`src/rtl/i2c_master_register_access_top_assert.svh`:
```
// ----------------------------------------------------------------------------
// i2c master register access - assertion macros
// concurrent checks that compile away when SYNTHESIS is defined
// ----------------------------------------------------------------------------
`ifndef I2C_MASTER_REGISTER_ACCESS_TOP_ASSERT_SVH
`define I2C_MASTER_REGISTER_ACCESS_TOP_ASSERT_SVH

`ifndef SYNTHESIS

// a holds at an edge, b must hold at the same edge
`define I2CMRA_ASSERT_SAME(label, clk, rst_n, a, b, msg) \
	label: assert property (@(posedge clk) disable iff (!rst_n) (a) |-> (b)) \
		else $error(msg);

// a holds at an edge, b must hold at the next edge
`define I2CMRA_ASSERT_NEXT(label, clk, rst_n, a, b, msg) \
	label: assert property (@(posedge clk) disable iff (!rst_n) (a) |=> (b)) \
		else $error(msg);

`else

`define I2CMRA_ASSERT_SAME(label, clk, rst_n, a, b, msg)
`define I2CMRA_ASSERT_NEXT(label, clk, rst_n, a, b, msg)

`endif

`endif

```
`src/rtl/i2cmra_pkg.sv`:
```
// ----------------------------------------------------------------------------
// i2cmra_pkg
// types and constants of the i2c master register access block
// ----------------------------------------------------------------------------
package i2cmra_pkg;

	typedef logic [1:0] action_t;
	typedef logic [7:0] byte_t;

	// request codes
	localparam action_t ACTION_TICK  = 2'd0;
	localparam action_t ACTION_WRITE = 2'd1;
	localparam action_t ACTION_READ  = 2'd2;

	// which byte of the transaction is being sent
	typedef logic [1:0] step_t;
	localparam step_t STEP_DEVICE   = 2'd0;
	localparam step_t STEP_REGISTER = 2'd1;
	localparam step_t STEP_PAYLOAD  = 2'd2;

	localparam byte_t      ACK_TIMEOUT_RESET = 8'd250;
	localparam logic [3:0] BITS_PER_BYTE     = 4'd8;

endpackage

```
`src/rtl/i2c_master_register_access_top.sv`:
```
// ----------------------------------------------------------------------------
// i2c_master_register_access_top
// i2c master for single-byte register writes and reads, one bus-phase tick
// per request
// ----------------------------------------------------------------------------
//
//  channel   | handshake               | payload
//  ----------+-------------------------+-----------------------------------------
//  request   | in_valid / in_stall     | action, device_address, register_address,
//            |                         | write_data, sda_in
//  result    | out_valid / out_stall   | scl_level, sda_level, busy_res, done_res,
//            |                         | ack_failed, read_value
//  config    | cfg_we / cfg_wdata      | ack_timeout
//
//  - one request per clock sustained while out_stall is low; a request waits in the
//    input register and its result is written to the result register as it leaves
//  - the bus state machine advances once per request, in the cycle the
//    request leaves the input register; that single step sets the rate
//  - a full result register that is stalled holds the input register, which
//    then raises in_stall; the two stages keep requests flowing otherwise
//  - arst_n clears the state machine, the timeout register (to 250) and the
//    received byte; no clearing pass is needed
//
module i2c_master_register_access_top (
	input  logic                clk,
	input  logic                arst_n,
	// request channel
	input  logic                in_valid,
	output logic                in_stall,
	input  i2cmra_pkg::action_t action,
	input  i2cmra_pkg::byte_t   device_address,
	input  i2cmra_pkg::byte_t   register_address,
	input  i2cmra_pkg::byte_t   write_data,
	input  logic                sda_in,
	// result channel
	output logic                out_valid,
	input  logic                out_stall,
	output logic                scl_level,
	output logic                sda_level,
	output logic                busy_res,
	output logic                done_res,
	output logic                ack_failed,
	output i2cmra_pkg::byte_t   read_value,
	// timeout register
	input  logic                cfg_we,
	input  i2cmra_pkg::byte_t   cfg_wdata
);
	import i2cmra_pkg::*;

	`include "i2c_master_register_access_top_assert.svh"

	// bus phases, one per tick
	typedef enum logic [3:0] {
		PH_IDLE,
		PH_RESTART_LOW,
		PH_START_HIGH,
		PH_START_FALL,
		PH_START_LOW,
		PH_BIT_LOW,
		PH_BIT_HIGH,
		PH_ACK_RELEASE,
		PH_ACK_WAIT,
		PH_RD_LOW,
		PH_RD_HIGH,
		PH_NACK_LOW,
		PH_NACK_HIGH,
		PH_STOP_LOW,
		PH_STOP_RISE,
		PH_STOP_END
	} phase_t;

	// input register
	logic      valid_s1;
	action_t   action_s1;
	byte_t     dev_s1;
	byte_t     reg_s1;
	byte_t     data_s1;
	logic      sda_in_s1;

	// result register
	logic      valid_s2;
	logic      scl_s2;
	logic      sda_s2;
	logic      busy_s2;
	logic      done_s2;
	logic      failed_s2;
	byte_t     rx_s2;

	// bus state
	phase_t     phase_q;
	logic [3:0] bit_cnt_q;
	step_t      step_q;
	byte_t      shift_q;
	byte_t      wait_cnt_q;
	logic       req_rd_q;
	byte_t      req_dev_q;
	byte_t      req_reg_q;
	byte_t      req_data_q;
	byte_t      rx_byte_q;
	logic       fail_q;
	byte_t      ack_timeout_q;

	// next state and result of the step
	phase_t     phase_d;
	logic [3:0] bit_cnt_d;
	step_t      step_d;
	byte_t      shift_d;
	byte_t      wait_cnt_d;
	logic       req_rd_d;
	byte_t      req_dev_d;
	byte_t      req_reg_d;
	byte_t      req_data_d;
	byte_t      rx_byte_d;
	logic       fail_d;
	logic       scl_d;
	logic       sda_d;
	logic       busy_d;
	logic       done_d;
	logic       failed_d;

	logic       advance;
	logic       in_accept;

	// the request in the input register moves on when the result register
	// is empty or is being read this cycle
	assign advance   = valid_s1 && (!valid_s2 || !out_stall);
	assign in_stall  = valid_s1 && !advance;
	assign in_accept = in_valid && !in_stall;

	// byte sent at a given step of the latched transaction
	function automatic byte_t byte_for_step(input step_t step, input logic rd,
			input byte_t dev, input byte_t regb, input byte_t data);
		byte_t b;
		case (step)
			STEP_DEVICE:   b = dev;
			STEP_REGISTER: b = regb;
			default:       b = rd ? byte_t'(dev + 8'd1) : data;
		endcase
		return b;
	endfunction

	// one bus tick
	always_comb begin
		phase_t ph;
		ph          = phase_q;
		phase_d     = phase_q;
		bit_cnt_d   = bit_cnt_q;
		step_d      = step_q;
		shift_d     = shift_q;
		wait_cnt_d  = wait_cnt_q;
		req_rd_d    = req_rd_q;
		req_dev_d   = req_dev_q;
		req_reg_d   = req_reg_q;
		req_data_d  = req_data_q;
		rx_byte_d   = rx_byte_q;
		fail_d      = fail_q;
		scl_d       = 1'b1;
		sda_d       = 1'b1;
		busy_d      = 1'b1;
		done_d      = 1'b0;
		failed_d    = 1'b0;

		// a start request on an idle tick opens the transaction at once
		if (phase_q == PH_IDLE &&
				(action_s1 == ACTION_WRITE || action_s1 == ACTION_READ)) begin
			req_rd_d   = (action_s1 == ACTION_READ);
			req_dev_d  = dev_s1;
			req_reg_d  = reg_s1;
			req_data_d = data_s1;
			step_d     = STEP_DEVICE;
			bit_cnt_d  = '0;
			wait_cnt_d = '0;
			fail_d     = 1'b0;
			ph         = PH_START_HIGH;
		end

		case (ph)
			PH_RESTART_LOW: begin
				scl_d   = 1'b0;
				phase_d = PH_START_HIGH;
			end
			PH_START_HIGH: begin
				phase_d = PH_START_FALL;
			end
			PH_START_FALL: begin
				sda_d   = 1'b0;
				phase_d = PH_START_LOW;
			end
			PH_START_LOW: begin
				scl_d     = 1'b0;
				sda_d     = 1'b0;
				shift_d   = byte_for_step(step_q, req_rd_q, req_dev_q, req_reg_q, req_data_q);
				bit_cnt_d = '0;
				phase_d   = PH_BIT_LOW;
			end
			PH_BIT_LOW: begin
				scl_d   = 1'b0;
				sda_d   = shift_q[7];
				phase_d = PH_BIT_HIGH;
			end
			PH_BIT_HIGH: begin
				sda_d     = shift_q[7];
				shift_d   = {shift_q[6:0], 1'b0};
				bit_cnt_d = bit_cnt_q + 4'd1;
				phase_d   = (bit_cnt_d >= BITS_PER_BYTE) ? PH_ACK_RELEASE : PH_BIT_LOW;
			end
			PH_ACK_RELEASE: begin
				scl_d      = 1'b0;
				wait_cnt_d = '0;
				phase_d    = PH_ACK_WAIT;
			end
			PH_ACK_WAIT: begin
				if (!sda_in_s1) begin
					// acknowledged: next byte, repeated start, read or stop
					if (step_q == STEP_DEVICE) begin
						step_d    = STEP_REGISTER;
						shift_d   = req_reg_q;
						bit_cnt_d = '0;
						phase_d   = PH_BIT_LOW;
					end else if (step_q == STEP_REGISTER) begin
						step_d = STEP_PAYLOAD;
						if (req_rd_q) begin
							phase_d = PH_RESTART_LOW;
						end else begin
							shift_d   = req_data_q;
							bit_cnt_d = '0;
							phase_d   = PH_BIT_LOW;
						end
					end else if (req_rd_q) begin
						shift_d   = '0;
						bit_cnt_d = '0;
						phase_d   = PH_RD_LOW;
					end else begin
						phase_d = PH_STOP_LOW;
					end
				end else if (wait_cnt_q >= ack_timeout_q) begin
					// no acknowledge in time: abort with a stop
					fail_d  = 1'b1;
					phase_d = PH_STOP_LOW;
				end else begin
					wait_cnt_d = wait_cnt_q + 8'd1;
				end
			end
			PH_RD_LOW: begin
				scl_d   = 1'b0;
				phase_d = PH_RD_HIGH;
			end
			PH_RD_HIGH: begin
				shift_d   = {shift_q[6:0], sda_in_s1};
				bit_cnt_d = bit_cnt_q + 4'd1;
				if (bit_cnt_d >= BITS_PER_BYTE) begin
					rx_byte_d = shift_d;
					phase_d   = PH_NACK_LOW;
				end else begin
					phase_d = PH_RD_LOW;
				end
			end
			PH_NACK_LOW: begin
				scl_d   = 1'b0;
				phase_d = PH_NACK_HIGH;
			end
			PH_NACK_HIGH: begin
				phase_d = PH_STOP_LOW;
			end
			PH_STOP_LOW: begin
				scl_d   = 1'b0;
				sda_d   = 1'b0;
				phase_d = PH_STOP_RISE;
			end
			PH_STOP_RISE: begin
				sda_d   = 1'b0;
				phase_d = PH_STOP_END;
			end
			PH_STOP_END: begin
				done_d   = 1'b1;
				failed_d = fail_q;
				fail_d   = 1'b0;
				phase_d  = PH_IDLE;
			end
			default: begin
				// idle tick, lines released
				busy_d  = 1'b0;
				phase_d = PH_IDLE;
			end
		endcase
	end

	// input register
	always_ff @(posedge clk or negedge arst_n) begin
		if (!arst_n) begin
			valid_s1 <= 1'b0;
		end else if (in_accept) begin
			valid_s1 <= 1'b1;
		end else if (advance) begin
			valid_s1 <= 1'b0;
		end
	end

	always_ff @(posedge clk) begin
		if (in_accept) begin
			action_s1 <= action;
			dev_s1    <= device_address;
			reg_s1    <= register_address;
			data_s1   <= write_data;
			sda_in_s1 <= sda_in;
		end
	end

	// bus state and timeout register
	always_ff @(posedge clk or negedge arst_n) begin
		if (!arst_n) begin
			phase_q       <= PH_IDLE;
			bit_cnt_q     <= '0;
			step_q        <= STEP_DEVICE;
			shift_q       <= '0;
			wait_cnt_q    <= '0;
			req_rd_q      <= 1'b0;
			req_dev_q     <= '0;
			req_reg_q     <= '0;
			req_data_q    <= '0;
			rx_byte_q     <= '0;
			fail_q        <= 1'b0;
			ack_timeout_q <= ACK_TIMEOUT_RESET;
		end else begin
			if (advance) begin
				phase_q    <= phase_d;
				bit_cnt_q  <= bit_cnt_d;
				step_q     <= step_d;
				shift_q    <= shift_d;
				wait_cnt_q <= wait_cnt_d;
				req_rd_q   <= req_rd_d;
				req_dev_q  <= req_dev_d;
				req_reg_q  <= req_reg_d;
				req_data_q <= req_data_d;
				rx_byte_q  <= rx_byte_d;
				fail_q     <= fail_d;
			end
			if (cfg_we) begin
				ack_timeout_q <= cfg_wdata;
			end
		end
	end

	// result register
	always_ff @(posedge clk or negedge arst_n) begin
		if (!arst_n) begin
			valid_s2 <= 1'b0;
		end else if (advance) begin
			valid_s2 <= 1'b1;
		end else if (!out_stall) begin
			valid_s2 <= 1'b0;
		end
	end

	always_ff @(posedge clk) begin
		if (advance) begin
			scl_s2    <= scl_d;
			sda_s2    <= sda_d;
			busy_s2   <= busy_d;
			done_s2   <= done_d;
			failed_s2 <= failed_d;
			rx_s2     <= rx_byte_d;
		end
	end

	assign out_valid  = valid_s2;
	assign scl_level  = scl_s2;
	assign sda_level  = sda_s2;
	assign busy_res   = busy_s2;
	assign done_res   = done_s2;
	assign ack_failed = failed_s2;
	assign read_value = rx_s2;

	// a finishing tick is part of the transaction
	`I2CMRA_ASSERT_SAME(a_done_busy, clk, arst_n, valid_s2 && done_s2, busy_s2, "done without busy")
	// an abort is only reported on the finishing tick
	`I2CMRA_ASSERT_SAME(a_fail_done, clk, arst_n, valid_s2 && failed_s2, done_s2, "failure not on done")
	// idle ticks leave both lines released
	`I2CMRA_ASSERT_SAME(a_idle_lines, clk, arst_n, valid_s2 && !busy_s2, scl_s2 && sda_s2, "idle lines driven")
	// acknowledge wait never counts past the timeout
	`I2CMRA_ASSERT_SAME(a_wait_bound, clk, arst_n, phase_q == PH_ACK_WAIT, wait_cnt_q <= ack_timeout_q, "wait count overrun")
	// a stalled, full result register keeps the state machine still
	`I2CMRA_ASSERT_NEXT(a_stall_hold, clk, arst_n, valid_s2 && out_stall, phase_q == $past(phase_q), "state moved under stall")

endmodule

```
`config.mk`:
```
export PLATFORM = sky130hd
export DESIGN_NAME = i2c_master_register_access_top
export DESIGN_NICKNAME = d
export VERILOG_FILES = /design/src/rtl/i2cmra_pkg.sv /design/src/rtl/i2c_master_register_access_top.sv
export VERILOG_INCLUDE_DIRS = /design/src /design/src/rtl
export SDC_FILE = /design/constraint.sdc
export NUM_CORES = 1
export LEC_CHECK = 0
export BUFFER_PORTS_ARGS = -buffer_cell sky130_fd_sc_hd__buf_4
export CORE_UTILIZATION = 53
export DETAILED_ROUTE_END_ITERATION = 10
export PLACE_DENSITY = 0.73
export SLEW_MARGIN = 20
export SYNTH_ARGS = -nofsm -noshare
export SYNTH_HDL_FRONTEND = slang
export SYNTH_SLANG_ARGS = --single-unit
```
`constraint.sdc`:
```
create_clock -name clk -period 2.4 [get_ports clk]
set_clock_uncertainty 0.2 [all_clocks]
set_input_delay 0.48 -clock clk [delete_from_list [all_inputs] [get_ports clk]]
set_output_delay 0.48 -clock clk [all_outputs]
set_load 0.01 [all_outputs]
```
Yosys cells after proc, flatten, opt, wreduce, memory -nomap -nowiden
Index checks and enable logic that the tools add are counted.
{"block": "op_classes", "add_sub_neg": 3, "n_lt_le_gt_ge": 2, "eq_ne": 23, "muxes": 48, "reduce_logical": 22}
{"operator": "2-to-1 mux 8 bit", "n": 11}
{"operator": "one-hot mux 4 bit (14 select lines)", "n": 1}
{"operator": "2-to-1 mux 4 bit", "n": 11}
{"operator": "equality test 4 bit (second input constant)", "n": 8}
{"operator": "one-hot mux 8 bit (2 select lines)", "n": 2}
{"operator": "one-hot mux 8 bit (4 select lines)", "n": 1}
{"operator": "adder 8 x 1 -> 8 bit (second input constant)", "n": 2}
{"operator": "equality test 4 x 3 -> 1 bit (second input constant)", "n": 4}
{"operator": "OR reduction 15 bit", "n": 1}
{"operator": "2-to-1 mux 2 bit", "n": 7}
{"operator": "one-hot mux 4 bit (3 select lines)", "n": 1}
{"operator": "2-to-1 mux 1 bit", "n": 10}
{"operator": "equality test 4 x 2 -> 1 bit (second input constant)", "n": 2}
{"operator": ">= comparator 8 bit", "n": 1}
{"operator": "!= test 4 bit (second input constant)", "n": 2}
{"operator": "OR reduction 7 bit", "n": 1}
{"operator": "2-to-1 mux 3 bit", "n": 2}
{"operator": "AND reduction 5 bit", "n": 1}
{"operator": "adder 4 x 1 -> 4 bit (second input constant)", "n": 1}
{"operator": "equality test 2 x 1 -> 1 bit (second input constant)", "n": 2}
{"operator": "equality test 4 x 1 -> 1 bit (second input constant)", "n": 1}
{"operator": ">= comparator 4 bit (second input constant)", "n": 1}
{"operator": "logical AND 1 bit", "n": 4}
{"operator": "zero test 1 bit", "n": 4}
{"operator": "13 further kinds", "n": 17}
{"block": "totals", "reg_bits": 110, "input_bits": 40, "output_inout_bits": 15, "wordCells": 123}

Longest topological paths before layout
Gate-level depths: netlist of run 1.
{"block": "logic_depth", "word_depth": 9, "mapped_depth": 8}

Worst setup path before layout of run 1
Ideal clock, no wire load.
{"block": "synth_path", "path_kind": "register to register", "startpoint": "register ack_timeout_q[7]", "endpoint": "register phase_q[1]", "arrival_ns": 2.067, "required_time_ns": 2.080, "path_slack_ns": 0.013, "path_stages_with_launch": 9, "path_cell_list": "dfstp_2 -> inv_1 -> ha_1 -> and3_1 -> a221oi_1 -> o21a_1 -> clkbuf_1 -> a21oi_1 -> a31o_2"}
{"block": "synth_between", "elab_chain_cells": 3}
{"element": "from (decl)", "line_no": "i2c_master_register_access_top.sv:101", "source": "byte_t ack_timeout_q;"}
{"element": "from (signal assigned)", "line_no": "i2c_master_register_access_top.sv:339", "source": "ack_timeout_q <= cfg_wdata;"}
{"element": ">= comparator 8 bit", "line_no": "i2c_master_register_access_top.sv:236", "source": "end else if (wait_cnt_q >= ack_timeout_q) begin"}
{"element": "!= test 3 bit (no source line)"}
{"element": "AND reduction 2 bit (no source line)"}
{"element": "to (signal assigned)", "line_no": "i2c_master_register_access_top.sv:326", "source": "phase_q <= phase_d;"}
{"element": "to (decl)", "line_no": "i2c_master_register_access_top.sv:90", "source": "phase_t phase_q;"}
Every way passes these cells.
A chain may end at the register's enable or synchronous reset.

Worst setup path after layout of run 1
Same ends and word-level chain as after synthesis.

==> results.py, run 1 <==
metrics = {
    "die": {
        "coreArea_um2": 9770,
        "initial_core_util": 0.545,
        "pin_count": 55,
        "rows": 36,
        "die-area_um2": 10500,
        "die_h_um": 102,
        "die_w_um": 102,
    },
    "run_status": {
        "outcome": "finished, final reports clean",
    },
    "place": {
        "dp_slack_ns": -0.106,
        "dp_hpwl_mm": 7.50,
        "gp_congestion": 0.843,
        "io_buffers": 54,
        "dpl.cell_count": 685,
    },
    "global_routing": {
        "grt-ovfl-total": 0,
        "grt_antenna_before_repair": 0,
        "grt_pass1_vias": 3703,
        "grt_usage": 0.220,
        "grt_max_degree": 56,
        "grt_pass1_wl_mm": 17.5,
    },
    "layout": {
        "fin_cells": 702,
        "layout.cells.most_common": "nand2_1",
        "layout_common_cells": "nand2_1 (114), buf_4 (79), dfrtp_1 (64), edfxtp_1 (40), o21ai_0 (33)",
        "fillers": 795,
        "nNetsFinal": 616,
        "area.growth.synth_to_final_pct": 16.3,
        "antenna_cells": 0,
        "drive_gt1_frac": 0.234,
    },
    "synth": {
        "synth_cell_types": 58,
        "async_reset_ff_frac": 0.636,
        "synth-edff-count": 40,
        "ys_warn_count": 0,
        "syn_nets": 554,
        "avgSynthCellArea_um2": 10.6,
        "yosysSeqAreaShare": 0.556,
        "synthesis.area_um2": 5330,
        "synth_seq_cells": 110,
        "synthCells": 502,
        "synthFlopType": "dfrtp_1",
    },
    "pwr": {
        "power_uw": 5800,
        "ir_drop_uv": 515,
        "powerDensity_nw_per_um2": 937,
        "p_leak_uw": 0.00273,
    },
    "cts": {
        "cts_tree": "done",
        "clk_pin_slew_ns": 0.11,
        "root_buffer": "clkbuf_8",
        "cts_max_level": 3,
        "clock_latency_ns": 0.39,
        "cts_buffers": 9,
        "cts_setup_buffers": 0,
        "clock_sinks": 110,
        "max-clock-path-buffers": 2,
    },
    "drt": {
        "detail_route.wl_per_cell_um": 15.0,
        "drc_errors": 0,
        "first_pass_iters": 4,
        "drt_iter0_markers": 303,
        "routed_wl_mm": 10.5,
        "viasPerCell": 5.65,
        "vias": 3966,
        "ant_nets": 0,
    },
    "sta": {
        "tns_ns": 0,
        "worst_slew_pin_slew_ns": 0.409,
        "timing.fmax_mhz": 437,
        "layout_setup_ws_ns": 0.110,
        "drv_slew": 0,
        "period_needed_ns": 2.29,
        "hold_violations": 0,
        "min_period_over_period": 0.954,
        "finalSetupViolCount": 0,
        "slew_headroom": 0.724,
    },
    "worst_setup_path": {
        "crit_type": "flop to flop",
        "slowest_stage": "dfstp_2",
        "cp-start-kind": "flop",
        "crit_required_ns": 2.48,
        "end_kind": "flop",
        "critical_path.max_fanout": 8,
        "cp.arrival_ns": 2.37,
        "slowest_delay_ns": 0.53,
        "crit_chain": "inv_1 > ha_1 > and3_4 > a221oi_2 > o21a_2 > a21oi_1 > a31o_2",
    },
    "run": {
        "cap_violations": 0,
    },
    "hold_path": {
        "hold_path_class": "primary input to flop",
    },
}
## report_power, final
group	internal [uW]	switching, uW	total [uW]
clock	407	656	1060
sequential	2390	449	2840
combinational	849	1050	1900
total	3650	2150	5800
## Yosys cell counts (7+ instances only)
master,number,area (um^2)
nand2_1,114,428
dfrtp_1,64,1600
edfxtp_1,40,1200
o21ai_0,33,165
clkbuf_1,21,78.8
a21oi_1,18,90.1
inv_1,14,52.6
nor2_1,14,52.6
ha_1,12,150
mux2_2,12,135
mux2i_1,11,110
nand3_1,11,55.1
mux2_4,8,120
nand2b_1,7,43.8
## cells by family after synthesis
logic type                 synth area share
muxes                                0.0686
buffers and inverters                0.0371
xor gates and xnor gates            0.00986
DFF                                   0.556
adders and majority gates            0.0282
AOI/OAI and AO/OA                     0.137
and+or+nand+nor                       0.164
## timing repair
item,in CTS,in global routing
hold buffers,1,0
setup endpoints to repair,5,8
hold endpoints to repair,15,0
pin swaps,0,3
resized for setup,3,7
## sequential cells by signal, indices dropped and copies added (netlist names), 2 cells and up
| name | cells |
|---|---|
| phase_q | 4 |
| read_value | 8 |
| req_data_q | 8 |
| req_dev_q | 8 |
| step_q | 2 |
| reg_s1 | 8 |
| data_s1 | 8 |
| action_s1 | 2 |
| dev_s1 | 8 |
| bit_cnt_q | 4 |
| wait_cnt_q | 8 |
| req_reg_q | 8 |
| ack_timeout_q | 8 |
| shift_q | 8 |
| rx_byte_q | 8 |
## cell type report
cell class	instances	area [um^2]	area share
Tap cell	133	166	0.0269
Clock buffer	10	128	0.0206
Clock inverter	6	58.8	0.00949
Inverter	15	56.3	0.00909
Timing Repair Buffer	81	623	0.101
Sequential cell	110	2960	0.478
Multi-Input combinational cell	347	2200	0.355
## path summary, 6_finish.rpt
check | cells after the start | endpoint | from | slack (ns)
hold reg to reg | 2 | req_dev_q[0]$_DFFE_PN0P_ | dev_s1[0]$_DFFE_PP_ | 0.23
setup / recovery | 7 | phase_q[1]$_DFFE_PN0P_ | ack_timeout_q[7]$_DFFE_PN1P_ | 0.11
setup reg to reg | 7 | phase_q[1]$_DFFE_PN0P_ | ack_timeout_q[7]$_DFFE_PN1P_ | 0.11
max in group asynchronous | 3 | ack_timeout_q[3]$_DFFE_PN1P_ | arst_n | 1.10
min in group asynchronous | 2 | rx_byte_q[2]$_DFFE_PN0P_ | arst_n | 0.29
hold / removal | 1 | dev_s1[6]$_DFFE_PP_ | device_address[6] | 0.06
## per-stage QoR
stage,hold slack (ns),util,cell area [um^2]
floorplan,-0.0156,-,5330
global placement,0.168,0.610,5970
detailed placement,0.171,0.610,5970
CTS,0.0375,0.632,6170
global route,0.0346,0.634,6190
finish,0.0587,0.634,6190
## critical path, delay by kind of cell (launching register included)
| kind | cells | cell delay, ns |
|---|---|---|
| buffers and inverters | 1 | 0.05 |
| AND/OR/NAND/NOR | 1 | 0.19 |
| flip-flops | 1 | 0.53 |
| AO/OA/AOI/OAI | 4 | 0.93 |
| adder cells (fa/ha/maj) | 1 | 0.29 |
## per-layer routing
layer | wire length (um) | global-route usage
met1 | 4890 | 0.302
met5 | 0 | 0
met2 | 5000 | 0.350
met4 | 152 | 0.0802
met3 | 504 | 0.0451
Note: power is estimated with default switching activity, not from simulation.
==> run 2: changes to the inputs <==
--- a/config.mk
+++ b/config.mk
@@ -7,9 +7,9 @@
 export NUM_CORES = 1
 export LEC_CHECK = 0
 export BUFFER_PORTS_ARGS = -buffer_cell sky130_fd_sc_hd__buf_4
-export CORE_UTILIZATION = 53
+export CORE_UTILIZATION = 41
 export DETAILED_ROUTE_END_ITERATION = 10
-export PLACE_DENSITY = 0.73
+export PLACE_DENSITY = 0.58
 export SLEW_MARGIN = 20
 export SYNTH_ARGS = -nofsm -noshare
 export SYNTH_HDL_FRONTEND = slang
==> run 2 against run 1 <==
Effect of this change: non-clock buffer count up 3; design area rose by 2.8%; register-to-register slack got worse by 0.04 ns; power grew 7.3%; clock-buffer cell count stayed put; clock power is 35% higher; worst hold slack gained 0.033 ns; fmax fell by 1.8%.
==> results.py, run 2 (synthesis results as in run 1) <==
metrics = {
    "cts": {
        "clk_pin_slew_ns": 0.08,
        "root_buffer": "clkbuf_16",
        "cts_tree": "done",
        "max-clock-path-buffers": 2,
        "clock_latency_ns": 0.36,
        "clock_sinks": 110,
        "cts_buffers": 9,
        "cts_max_level": 3,
    },
    "pwr": {
        "p_int_uw": 4000,
        "ir_drop_uv": 473,
        "switching_share": 0.357,
        "powerDensity_nw_per_um2": 977,
        "pwr-share-clk": 0.229,
        "p_leak_uw": 0.00279,
        "pwr-share-seq": 0.456,
        "p_switching_uw": 2220,
        "power_uw": 6220,
        "pwr-share-comb": 0.315,
    },
    "global_routing": {
        "grt_pass1_wl_mm": 18.3,
        "grt_pass1_vias": 3614,
        "met2_usage": 0.256,
        "busiest_layer": "met1",
        "grt_usage": 0.179,
        "grt-ovfl-total": 0,
        "grt_util_met1": 0.262,
        "met3_usage": 0.0408,
        "grt_antenna_before_repair": 0,
        "grt_max_degree": 37,
    },
    "die": {
        "initial_core_util": 0.422,
        "die_h_um": 116,
        "die_w_um": 116,
        "die-area_um2": 13500,
        "rows": 41,
        "pin_count": 55,
        "coreArea_um2": 12600,
    },
    "worst_setup_path": {
        "crit_family": "compound AO/OA/AOI/OAI gates",
        "crit_chain": "inv_1 > ha_1 > and3_4 > a221oi_4 > o21a_2 > buf_4 > and3_1 > o21ai_0",
        "crit_type": "flop to flop",
        "rr_worst_depth": 8,
        "crit_required_ns": 2.45,
        "slowest_delay_ns": 0.52,
        "r2r_setup_slack_ns": 0.07,
        "cp.arrival_ns": 2.38,
        "slowest_stage": "dfstp_2",
        "end_kind": "flop",
        "critPathBufInv": 2,
        "r2r-start": "ack_timeout_q[7]$_DFFE_PN1P_",
        "critical_path.max_fanout": 4,
        "worst_r2r_endpoint": "wait_cnt_q[5]$_DFFE_PN0P_",
        "cp-start-kind": "flop",
    },
    "layout": {
        "antenna_cells": 0,
        "area.growth.synth_to_final_pct": 19.6,
        "final_util": 0.505,
        "fin_cells": 744,
        "layout_common_cells": "nand2_1 (114), buf_4 (82), dfrtp_1 (64), edfxtp_1 (40), o21ai_0 (32)",
        "nNetsFinal": 619,
        "drive_gt1_frac": 0.236,
        "layout.cells.most_common": "nand2_1",
    },
    "sta": {
        "drv_slew": 0,
        "slew_headroom": 0.652,
        "finalSetupViolCount": 0,
        "hold-worst-slack_ns": 0.0916,
        "hold_violations": 0,
        "period_needed_ns": 2.33,
        "worst_slew_pin_slew_ns": 0.523,
        "tns_ns": 0,
        "min_period_over_period": 0.972,
        "timing.fmax_mhz": 429,
    },
    "drt": {
        "routed_wl_mm": 11.1,
        "first_pass_iters": 4,
        "drt_iter0_markers": 240,
        "ant_nets": 0,
        "drc_errors": 0,
        "viasPerCell": 5.22,
        "vias": 3887,
        "detail_route.wl_per_cell_um": 14.9,
    },
    "place": {
        "dp_hpwl_mm": 8.00,
        "io_buffers": 54,
        "gp_congestion": 0.845,
        "dpl.cell_count": 725,
    },
    "hold_path": {
        "whs_endpoint": "action_s1[0]$_DFFE_PP_",
        "hold_path_class": "primary input to flop",
        "worstHoldStart": "action[0]",
        "min_path_cells": 1,
    },
    "run": {
        "cap_violations": 0,
    },
    "run_status": {
        "outcome": "finished, final reports clean",
    },
}
==> run 2: routing by layer <==
metal	routed length, um	vias to the layer above
li1	-	1933
met1	5630	1859
met2	4790	84
met3	467	11
met4	185	0
met5	0	-
==> run 2: what timing repair did <==
item | 4_1_cts | 5_1_grt
hold buffers | 1 | 0
pin swaps | 0 | 3
setup endpoints to repair | 9 | 8
setup buffers | 0 | 2
endpoints found under the hold margin | 29 | 0
gates resized for setup | 3 | 9
==> run 2: how the worst max path moves through the flow <==
stage                                 startpoint                        end  slack [ns]  cells past startpoint
floorplan           ack_timeout_q[7]$_DFFE_PN1P_     phase_q[1]$_DFFE_PN0P_        0.01                      8
global placement    ack_timeout_q[7]$_DFFE_PN1P_  wait_cnt_q[6]$_DFFE_PN0P_       0.006                      7
detailed placement  ack_timeout_q[7]$_DFFE_PN1P_  wait_cnt_q[7]$_DFFE_PN0P_       -0.15                      7
CTS                 ack_timeout_q[7]$_DFFE_PN1P_  wait_cnt_q[3]$_DFFE_PN0P_       0.002                      8
global route        ack_timeout_q[7]$_DFFE_PN1P_  wait_cnt_q[0]$_DFFE_PN0P_       -0.01                      9
finish              ack_timeout_q[7]$_DFFE_PN1P_  wait_cnt_q[5]$_DFFE_PN0P_        0.07                      8
==> run 2: through the flow <==
step	setup WS (ns)	instance area, um^2
2_1_floorplan	0.0128	5330
3_3_place_gp	0.00640	6020
3_5_place_dp	-0.146	6020
4_1_cts	0.00189	6320
5_1_grt	-0.0150	6370
6_report	0.0667	6370
==> run 2: power groups by stage <==
stage	registers [uW]	clock network [uW]	logic (uW)
6_report	2840	1430	1960
5_1_grt	2900	1540	2190
4_1_cts	2830	1470	1890
3_5_place_dp	2860	0	1870
3_3_place_gp	2850	0	1820
2_1_floorplan	2720	0	1320
==> run 2: worst reg2reg max path, delay by kind of cell, from the launching register on <==
family / cells / cell delay [ns]
DFF: 1 / 0.52
buffers and inverters: 2 / 0.20
AOI/OAI and AO/OA: 3 / 0.67
and+or+nand+nor: 2 / 0.35
adders and majority gates: 1 / 0.30
==> run 2: cell type report <==
class                           instances  area (um^2)
Inverter                               15         56.3
Fill cell                            1189         6250
Tap cell                              172          215
Clock buffer                           10          229
Timing Repair Buffer                   84          646
Clock inverter                          6         51.3
Multi-Input combinational cell        347         2210
Sequential cell                       110         2960
